## src/rtl/dtfp_pkg.sv

```systemverilog
// ----------------------------------------------------------------------------
// dtfp_pkg
// Shared types, character codes and power-of-ten tables for the decimal text
// to fixed-point converter.
// ----------------------------------------------------------------------------
package dtfp_pkg;

    localparam logic [7:0]  CharZero  = 8'h30;
    localparam logic [7:0]  CharNine  = 8'h39;
    localparam logic [7:0]  CharPoint = 8'h2E;
    localparam logic [7:0]  CharMinus = 8'h2D;

    localparam logic [30:0] MagMax          = 31'h7FFF_FFFF;
    localparam logic [3:0]  FracDigitsReset = 4'd2;

    // finished string on its way to scaling
    typedef struct packed {
        logic [30:0] mag;
        logic [3:0]  pad_cnt;
        logic        negative;
        logic        saturated;
    } pad_req_t;

    // ten to the power k, zero where it does not fit (any nonzero magnitude saturates)
    function automatic logic [29:0] pow10(input logic [3:0] k);
        logic [29:0] p;
        begin
            case (k)
                4'd0:    p = 30'd1;
                4'd1:    p = 30'd10;
                4'd2:    p = 30'd100;
                4'd3:    p = 30'd1000;
                4'd4:    p = 30'd10000;
                4'd5:    p = 30'd100000;
                4'd6:    p = 30'd1000000;
                4'd7:    p = 30'd10000000;
                4'd8:    p = 30'd100000000;
                4'd9:    p = 30'd1000000000;
                default: p = 30'd0;
            endcase
            return p;
        end
    endfunction

    // largest magnitude that still fits after scaling by ten to the power k
    function automatic logic [30:0] pad_limit(input logic [3:0] k);
        logic [30:0] l;
        begin
            case (k)
                4'd0:    l = MagMax;
                4'd1:    l = 31'd214748364;
                4'd2:    l = 31'd21474836;
                4'd3:    l = 31'd2147483;
                4'd4:    l = 31'd214748;
                4'd5:    l = 31'd21474;
                4'd6:    l = 31'd2147;
                4'd7:    l = 31'd214;
                4'd8:    l = 31'd21;
                4'd9:    l = 31'd2;
                default: l = 31'd0;
            endcase
            return l;
        end
    endfunction

endpackage

```

## src/rtl/dtfp_parse.sv

```systemverilog
// ----------------------------------------------------------------------------
// dtfp_parse
// Input register and per-string parser state; hands each finished string to
// the scaling stage as one request.
// ----------------------------------------------------------------------------
module dtfp_parse (
    input  logic              clk,
    input  logic              rst_n,
    input  logic [3:0]        fraction_digits,
    input  logic              in_valid,
    output logic              in_stall,
    input  logic [7:0]        character,
    input  logic              last,
    output logic              pad_valid,
    input  logic              pad_ready,
    output dtfp_pkg::pad_req_t pad_req
);
    import dtfp_pkg::*;

    logic        in_valid_reg;
    logic [7:0]  char_reg;
    logic        last_reg;

    logic [30:0] mag_reg, mag_next;
    logic [3:0]  frac_cnt_reg, frac_cnt_next;
    logic        negative_reg, negative_next;
    logic        point_seen_reg, point_seen_next;
    logic        stopped_reg, stopped_next;
    logic        first_char_reg, first_char_next;
    logic        saturated_reg, saturated_next;

    logic        consume;
    logic        in_ready;
    logic        is_digit;
    logic [34:0] mac_sum;

    assign consume  = in_valid_reg && (!last_reg || pad_ready);
    assign in_ready = !in_valid_reg || consume;
    assign in_stall = !in_ready;

    always_ff @(posedge clk or negedge rst_n)
    begin
        if (!rst_n)
        begin
            in_valid_reg <= 1'b0;
        end
        else if (in_ready)
        begin
            in_valid_reg <= in_valid;
        end
    end

    always_ff @(posedge clk)
    begin
        if (in_ready && in_valid)
        begin
            char_reg <= character;
            last_reg <= last;
        end
    end

    always_comb
    begin
        is_digit = char_reg inside {[CharZero:CharNine]};
        // magnitude * 10 + digit
        mac_sum  = ({4'b0, mag_reg} << 3) + ({4'b0, mag_reg} << 1) + {31'b0, char_reg[3:0]};

        mag_next        = mag_reg;
        frac_cnt_next   = frac_cnt_reg;
        negative_next   = negative_reg;
        point_seen_next = point_seen_reg;
        stopped_next    = stopped_reg;
        first_char_next = first_char_reg;
        saturated_next  = saturated_reg;

        if (consume)
        begin
            if (!stopped_reg)
            begin
                if (is_digit)
                begin
                    if (point_seen_reg && fraction_digits == 4'd0)
                    begin
                        stopped_next = 1'b1;
                    end
                    else
                    begin
                        if (mac_sum > {4'b0, MagMax})
                        begin
                            mag_next       = MagMax;
                            saturated_next = 1'b1;
                        end
                        else
                        begin
                            mag_next = mac_sum[30:0];
                        end
                        if (point_seen_reg)
                        begin
                            frac_cnt_next = frac_cnt_reg + 4'd1;
                            if (frac_cnt_next >= fraction_digits)
                            begin
                                stopped_next = 1'b1;
                            end
                        end
                    end
                end
                else if (char_reg == CharPoint)
                begin
                    if (point_seen_reg)
                    begin
                        stopped_next = 1'b1;
                    end
                    else
                    begin
                        point_seen_next = 1'b1;
                    end
                end
                else if (char_reg == CharMinus && first_char_reg)
                begin
                    negative_next = 1'b1;
                end
                else
                begin
                    stopped_next = 1'b1;
                end
            end
            first_char_next = 1'b0;
        end

        pad_valid         = consume && last_reg;
        pad_req.mag       = mag_next;
        pad_req.pad_cnt   = (frac_cnt_next < fraction_digits) ?
                            (fraction_digits - frac_cnt_next) : 4'd0;
        pad_req.negative  = negative_next;
        pad_req.saturated = saturated_next;

        // string done: start over
        if (consume && last_reg)
        begin
            mag_next        = '0;
            frac_cnt_next   = '0;
            negative_next   = 1'b0;
            point_seen_next = 1'b0;
            stopped_next    = 1'b0;
            first_char_next = 1'b1;
            saturated_next  = 1'b0;
        end
    end

    always_ff @(posedge clk or negedge rst_n)
    begin
        if (!rst_n)
        begin
            mag_reg        <= '0;
            frac_cnt_reg   <= '0;
            negative_reg   <= 1'b0;
            point_seen_reg <= 1'b0;
            stopped_reg    <= 1'b0;
            first_char_reg <= 1'b1;
            saturated_reg  <= 1'b0;
        end
        else
        begin
            mag_reg        <= mag_next;
            frac_cnt_reg   <= frac_cnt_next;
            negative_reg   <= negative_next;
            point_seen_reg <= point_seen_next;
            stopped_reg    <= stopped_next;
            first_char_reg <= first_char_next;
            saturated_reg  <= saturated_next;
        end
    end

    a_clear_after_last: assert property (@(posedge clk) disable iff (!rst_n)
        pad_valid |=> first_char_reg && mag_reg == '0 && !stopped_reg && !saturated_reg)
        else $error("string state not cleared after last character");

    a_frac_needs_point: assert property (@(posedge clk) disable iff (!rst_n)
        frac_cnt_reg != 4'd0 |-> point_seen_reg)
        else $error("fraction digits counted without a point");

    a_sat_holds_max: assert property (@(posedge clk) disable iff (!rst_n)
        saturated_reg |-> mag_reg == MagMax || mag_reg != '0)
        else $error("saturated string lost its magnitude");

endmodule

```

## src/rtl/dtfp_scale.sv

```systemverilog
// ----------------------------------------------------------------------------
// dtfp_scale
// Pads missing fraction digits by a power of ten with saturation, applies the
// sign and holds the result until it is taken.
// ----------------------------------------------------------------------------
module dtfp_scale (
    input  logic               clk,
    input  logic               rst_n,
    input  logic               pad_valid,
    output logic               pad_ready,
    input  dtfp_pkg::pad_req_t pad_req,
    output logic               out_valid,
    input  logic               out_stall,
    output logic [31:0]        value,
    output logic               overflow
);
    import dtfp_pkg::*;

    logic        pad_valid_reg;
    pad_req_t    pad_reg;
    logic        out_valid_reg;
    logic [31:0] value_reg, value_next;
    logic        overflow_reg, overflow_next;

    logic        out_ready;
    logic [60:0] prod;
    logic [30:0] scaled;
    logic        over;

    assign out_ready = !out_valid_reg || !out_stall;
    assign pad_ready = !pad_valid_reg || out_ready;

    always_ff @(posedge clk or negedge rst_n)
    begin
        if (!rst_n)
        begin
            pad_valid_reg <= 1'b0;
            out_valid_reg <= 1'b0;
        end
        else
        begin
            if (pad_ready)
            begin
                pad_valid_reg <= pad_valid;
            end
            if (out_ready)
            begin
                out_valid_reg <= pad_valid_reg;
            end
        end
    end

    always_ff @(posedge clk)
    begin
        if (pad_ready && pad_valid)
        begin
            pad_reg <= pad_req;
        end
        if (out_ready && pad_valid_reg)
        begin
            value_reg    <= value_next;
            overflow_reg <= overflow_next;
        end
    end

    always_comb
    begin
        // past the limit the product cannot fit in 31 bits, so its low bits are used only below it
        over          = pad_reg.mag > pad_limit(pad_reg.pad_cnt);
        prod          = 61'(pad_reg.mag) * 61'(pow10(pad_reg.pad_cnt));
        scaled        = over ? MagMax : prod[30:0];
        overflow_next = pad_reg.saturated || over;
        value_next    = pad_reg.negative ? (32'd0 - {1'b0, scaled}) : {1'b0, scaled};
    end

    assign out_valid = out_valid_reg;
    assign value     = value_reg;
    assign overflow  = overflow_reg;

    a_no_min_int: assert property (@(posedge clk) disable iff (!rst_n)
        out_valid_reg |-> value_reg != 32'h8000_0000)
        else $error("result outside symmetric range");

    a_ovf_at_rail: assert property (@(posedge clk) disable iff (!rst_n)
        out_valid_reg && overflow_reg |->
            value_reg == {1'b0, MagMax} || value_reg == (32'd0 - {1'b0, MagMax}))
        else $error("overflow flagged without saturated value");

    a_pad_held: assert property (@(posedge clk) disable iff (!rst_n)
        pad_valid_reg && !out_ready |=> pad_valid_reg && $stable(pad_reg))
        else $error("pending scale request dropped");

endmodule

```

## src/rtl/decimal_text_to_fixed_point_top.sv

```systemverilog
// ----------------------------------------------------------------------------
// decimal_text_to_fixed_point_top
// ASCII decimal text to signed fixed-point integer with configurable
// fraction digits and saturation.
// ----------------------------------------------------------------------------
// a finished string goes to the scale request register, then to the output register
// throughput: one character per cycle while in_stall is low, set by the parse update
// scaling by the pad power of ten is one registered 31x30 multiply
// reset clears all string state and sets fraction_digits to 2
// while out_stall is high, input stalls once a last character waits behind two results
module decimal_text_to_fixed_point_top (
    input  logic        clk,
    input  logic        rst_n,
    input  logic        cfg_write,
    input  logic [3:0]  cfg_data,
    input  logic        in_valid,
    output logic        in_stall,
    input  logic [7:0]  character,
    input  logic        last,
    output logic        out_valid,
    input  logic        out_stall,
    output logic [31:0] value,
    output logic        overflow
);
    import dtfp_pkg::*;

    logic [3:0] fraction_digits_reg;
    logic       pad_valid;
    logic       pad_ready;
    pad_req_t   pad_req;

    always_ff @(posedge clk or negedge rst_n)
    begin
        if (!rst_n)
        begin
            fraction_digits_reg <= FracDigitsReset;
        end
        else if (cfg_write)
        begin
            fraction_digits_reg <= cfg_data;
        end
    end

    dtfp_parse u_parse (
        .clk             (clk),
        .rst_n           (rst_n),
        .fraction_digits (fraction_digits_reg),
        .in_valid        (in_valid),
        .in_stall        (in_stall),
        .character       (character),
        .last            (last),
        .pad_valid       (pad_valid),
        .pad_ready       (pad_ready),
        .pad_req         (pad_req)
    );

    dtfp_scale u_scale (
        .clk       (clk),
        .rst_n     (rst_n),
        .pad_valid (pad_valid),
        .pad_ready (pad_ready),
        .pad_req   (pad_req),
        .out_valid (out_valid),
        .out_stall (out_stall),
        .value     (value),
        .overflow  (overflow)
    );

endmodule
```

## config.mk

```make
export PLATFORM = sky130hd
export DESIGN_NAME = decimal_text_to_fixed_point_top
export DESIGN_NICKNAME = d
export VERILOG_FILES = /design/src/rtl/dtfp_pkg.sv /design/src/rtl/dtfp_parse.sv /design/src/rtl/dtfp_scale.sv /design/src/rtl/decimal_text_to_fixed_point_top.sv
export SDC_FILE = /design/constraint.sdc
export NUM_CORES = 2
export LEC_CHECK = 0
export ABC_AREA = 1
export BUFFER_PORTS_ARGS = -buffer_cell sky130_fd_sc_hd__buf_2
export CORE_ASPECT_RATIO = 1.75
export CORE_UTILIZATION = 55
export DETAILED_ROUTE_END_ITERATION = 8
export PLACE_DENSITY = 0.76
export SLEW_MARGIN = 25
export SYNTH_ARGS = -nofsm -noshare
export SYNTH_HDL_FRONTEND = slang
export SYNTH_SLANG_ARGS = --single-unit
```

## constraint.sdc

```tcl
create_clock -name clk -period 8.4 [get_ports clk]
set_input_delay 0.42 -clock clk [delete_from_list [all_inputs] [get_ports clk]]
set_output_delay 0.42 -clock clk [all_outputs]
set_load 0.01 [all_outputs]
```

# Word level (Yosys, flattened, before mapping)
# Memories as Yosys holds them, arrays and structs flattened. A register that Yosys moved wholly into a read port is not among the register bits.
# Index checks and enable logic that the tools add are counted.
dict set report word_totals {
  inputBits 18
  rom_bits 976
  out_inout_bits 35
  reg_bits 126
  word_cells 108
  memories 2
}
# memory words width rd rd_clocked_by_memory_dff wr line
set memory_table {}
lappend memory_table {{(name not given)} 16 31 1 1 0 dtfp_pkg.sv:49} ;# case (k)
lappend memory_table {{(name not given)} 16 30 1 1 0 dtfp_pkg.sv:28} ;# case (k)
dict set report classes {
  n_mux 47
  mul 1
  add_sub_neg 5
  magnitude_cmp 6
  n_eq_ne 4
  n_reduce_logical 23
}
# cell count
set op_table {}
lappend op_table {{2-to-1 mux 31 bit} 8}
lappend op_table {{2-to-1 mux 4 bit} 10}
lappend op_table {{adder 34 x 32 -> 35 bit} 1}
lappend op_table {{adder 35 x 4 -> 35 bit} 1}
lappend op_table {{> comparator 35 x 31 -> 1 bit (second input constant)} 1}
lappend op_table {{subtractor 1 x 31 -> 32 bit (first input constant)} 1}
lappend op_table {{> comparator 31 bit} 1}
lappend op_table {{multiplier 31 x 30 -> 31 bit} 1}
lappend op_table {{2-to-1 mux 1 bit} 29}
lappend op_table {{== test 8 x 6 -> 1 bit (second input constant)} 2}
lappend op_table {{>= comparator 8 x 6 -> 1 bit (second input constant)} 1}
lappend op_table {{<= comparator 8 x 6 -> 1 bit (second input constant)} 1}
lappend op_table {{logical AND 1 bit} 8}
lappend op_table {{zero test 1 bit} 6}
lappend op_table {{logical OR 1 bit} 5}
lappend op_table {{adder 4 x 1 -> 4 bit (second input constant)} 1}
lappend op_table {{>= comparator 4 bit} 1}
lappend op_table {{zero test 4 bit} 1}
lappend op_table {{less-than comparator 4 bit} 1}
lappend op_table {{inequality test 2 x 1 -> 1 bit (second input constant)} 2}
lappend op_table {{AND reduction 4 bit} 1}
lappend op_table {{nonzero test 2 bit} 2}
lappend op_table {{subtractor 4 bit} 1}

# Logic depth before layout (Yosys ltp)
dict set report logic_depth {
  ltp_word 9
  depth_mapped 40
  mapped_depth_nobuf 39
}

# Modules after synthesis
# A second synthesis with hierarchy kept.
dict set report unflattened {
  cells_unflattened 3773
  hier_area_um2 27503.9
}
# mod cells_each instances seq_area_each_um2 area_per_inst_um2
set by_module_without_submodules {}
lappend by_module_without_submodules {dtfp_scale 2951 1 3012.9 21959.8}
lappend by_module_without_submodules {dtfp_parse 805 1 1297.5 5393.9}
lappend by_module_without_submodules {decimal_text_to_fixed_point_top 17 1 101.3 150.1}

# Worst setup path before layout
# OpenSTA, ideal clock, no wires.
dict set report synth_path {
  path_type {register -> register}
  from {reg with a tool-made name}
  to {reg u_scale.value_reg[22] (netlist: u_scale.value[22]), data pin}
  t_required_ns 8.134
  stages_incl_launch_ff 37
  period_less_slack_ns 7.236
  arrival_time_ns 6.971
  slack_ns 1.164
  setup_ns 0.266
  n_path_buf 2
  cell_sequence {dfxtp_1 -> clkbuf_1 -> clkbuf_1 -> nand2_1 -> inv_1 -> fa_1 -> fa_1 -> fa_1 -> inv_1 -> fa_1 -> inv_1 -> fa_1 -> inv_1 -> fa_1 -> inv_1 -> fa_1 -> inv_1 -> fa_1 -> inv_1 -> ha_1 -> nand2_1 -> nor2_1 -> and2_1 -> nand2_1 -> nand2_2 -> nand2_1 -> nand2_1 -> nand2_1 -> nand2_2 -> nand2_2 -> nor2_4 -> nand2_2 -> nor2_2 -> nand3b_1 -> xor2_1 -> nand2_1 -> o21ai_1}
}
# item line
set synth_rtl {}
lappend synth_rtl {{end signal, assigned} dtfp_scale.sv:61} ;# value_reg <= value_next;
lappend synth_rtl {{end, declared} dtfp_scale.sv:22} ;# logic [31:0] value_reg, value_next;

==> flow_metrics.tcl <==
set metrics [dict create \
    outcome "finished, final reports clean" \
    yosysWarnings 0 \
    cpMostUsedCell "fa_1" \
    area_growth_syn_to_layout_pct 7.68 \
    remaining_drc_errors 0 \
    grt_max_degree 71 \
    critPathRequiredTime_ns 8.63 \
    first_iter_violations 1459 \
    syn-instance-count 3599 \
    ys_async_sr_fraction_pct 27.8 \
    critPathMaxFanout 15 \
    first_pass_iters 6 \
    clkSlewWorstSetupHoldPaths_ns 0.09 \
    final_cell_area_sq_um 29000 \
    cts_buffers 17 \
    multi_input_area_sq_um 18200 \
    cts_max_level 4 \
    worstSetupPathType "flop to flop" \
    initial_core_util_pct 56.0 \
    synth-seq-cells 169 \
    tritoncts "yes" \
    dp_hpwl_mm 67.8 \
    setup_violations 0 \
    place_congestion 1.03 \
    tightestPinTransition_ns 0.992 \
    grt_pass1_vias 24600 \
    grt_pass1_wl_mm 130 \
    cts_sinks 169 \
    cp.arrival_ns 8.30 \
    io_pins 53 \
    synth.avg_cell_area_sq_um 7.47 \
    max_cap_viol_count 0 \
    clock_latency_ns 0.49 \
    fp.dieH_um 295 \
    drt_wl_total_mm 84.2 \
    min_period_ns 8.06 \
    antenna_found_initial 6 \
    grt_overflow_total 0 \
    antenna_left 0 \
    drive_above_1_share_pct 7.50 \
    max_freq_mhz 124 \
    fillers 4461 \
    finalHoldViolations 0 \
    dp_slack_ns 0.327 \
    ir_drop_v 0.000319 \
    slowest_delay_ns 0.64 \
    vias 23000 \
    cts_buffer_depth 2 \
    crit_slowest_cell "dfxtp_1" \
    syn_area_sq_um 26900 \
    p_leak_uw 0.0173 \
    rows 106 \
    crit_path_end_kind "flop" \
    portBuffers 52 \
    fin_skew_ns 0.0332 \
    final.setup.tns_ns 0 \
    die_width_um 169 \
    grtUsageTotal_pct 35.6 \
    final_max_slew_viol_count 0 \
    final_nets 4283 \
    synth-edff-count 79 \
    die_area_sq_um 49800 \
    start_kind "flop" \
    clockRootBuffer "clkbuf_16" \
    power_density_nw_per_um2 338 \
    holdBufCountCts 0 \
    rsz0062_at_grt "no" \
    synth_flop_cell "edfxtp_1" \
    hold_path_class "primary input to asynchronous set/reset pin" \
    yosysUniqueCellTypes 59 \
    placed_area_sq_um 28300 \
    final_cell_mix "inv_1, nand2_1, fa_1" \
    yosysSeqAreaShare_pct 16.4 \
    syn-num-nets 4227 \
    post_drt_wl_per_cell_um 19.5 \
    fp.coreArea_sq_um 48000 \
    avgViaCountPerCell 5.32 \
    fin_crit_sh_pct 96.0 \
    setup_slack_ns 0.336 \
    relSlewSlack_pct 33.7 \
    seqCellArea_sq_um 4420 \
    mostFrequentLayoutCell "inv_1" \
]
==> report_power, final <==
part,internal (uW),total [uW],switching (uW)
Sequential,1030,1130,103
Combinational,2640,7810,5180
Clock,409,844,436
==> per-layer routing <==
metal	part of all wire (%)	global-route usage [%]	vias up
li1	-	-	10700
met1	29	30.4	10800
met2	51	63.5	963
met3	6.3	7.77	480
met4	13	40.5	8
met5	0.080	0	-
==> Yosys cell counts (all sizes together) (3+ instances only) <==
library cell  number  area [sq um]
clkbuf            81           304
o21ai             91           467
edfxtp            79          2370
xor2              39           342
nand4             29           188
xnor2             17           156
nor3              24           166
nor2             199           815
a21boi             3          22.5
nand2            983          3740
o22ai              5          31.3
o21a               5          37.5
nand3            134           738
or2               10          62.6
a21oi             93           488
buf               33           189
o21bai            10          78.8
dfxtp             43           861
fa               384          7690
dfrtp             45          1130
inv             1021          3830
nand3b             6          45.0
a31oi              6          37.5
ha               226          2830
a21o               8          60.1
and3               4          25.0
==> layout make-up <==
class / instances / share of cell area, %
multi-input cells: 2293 / 62.7
flip-flops and latches: 169 / 15.3
inverters: 1023 / 13.3
repair buffers: 151 / 3.81
well taps: 648 / 2.80
clock buffers: 17 / 1.47
clock inverters: 15 / 0.683
diodes: 1 / 0.00864
==> logic make-up after synthesis <==
family / count (synthesis) / share of synthesized area, %
flops: 169 / 16.4
xor+xnor: 56 / 1.85
simple gates: 1393 / 21.6
compound gates: 232 / 4.89
mux: 2 / 0.0744
buf+inv: 1137 / 16.1
fa+ha+maj: 610 / 39.1
==> metrics by stage <==
step	instances	power (uW)	utilization, %	hold WS, ns
after floorplan	3599	6430	-	0.124
after global placement	4279	8700	58.9	0.459
after detailed placement	4279	8810	58.9	0.473
after CTS	4311	9690	60.2	0.0749
after global routing	4316	10800	60.3	0.0985
final	4317	9790	60.3	0.0371
==> final timing paths <==
| kind | start | end | slack [ns] | cells after the start |
|---|---|---|---|---|
| worst max-delay path | flop | u_scale.value[31]$_SDFFCE_PN0P_ | 0.34 | 30 |
| worst min-delay path | rst_n | fraction_digits_reg[2]$_DFFE_PN0P_ | 0.04 | 2 |
| worst max register to register | flop | u_scale.value[31]$_SDFFCE_PN0P_ | 0.34 | 30 |
| worst min register to register | u_parse.first_char_reg$_DFFE_PN1N_ | u_parse.first_char_reg$_DFFE_PN1N_ | 0.49 | 2 |
| max in group asynchronous | rst_n | u_parse.mag_reg[21]$_DFF_PN0_ | 7.87 | 2 |
| min in group clk | character[7] | u_parse.char_reg[7]$_DFFE_PP_ | 0.11 | 1 |
==> repair_timing <==
item / 4_1_cts / 5_1_grt
setup buffers: 0 / 5
gates resized for setup: 0 / 5
endpoints found under the setup margin: 0 / 4
==> critical path: cells and delay by family (launching register included) <==
family,cells,cell delay [ns]
AND/OR/NAND/NOR,10,1.42
XOR/XNOR,1,0.27
adder cells (fa/ha/maj),9,4.08
buffers and inverters,8,0.89
flip-flops,1,0.64
AO/OA/AOI/OAI,2,0.49
Power figures use the tool's default switching activity.
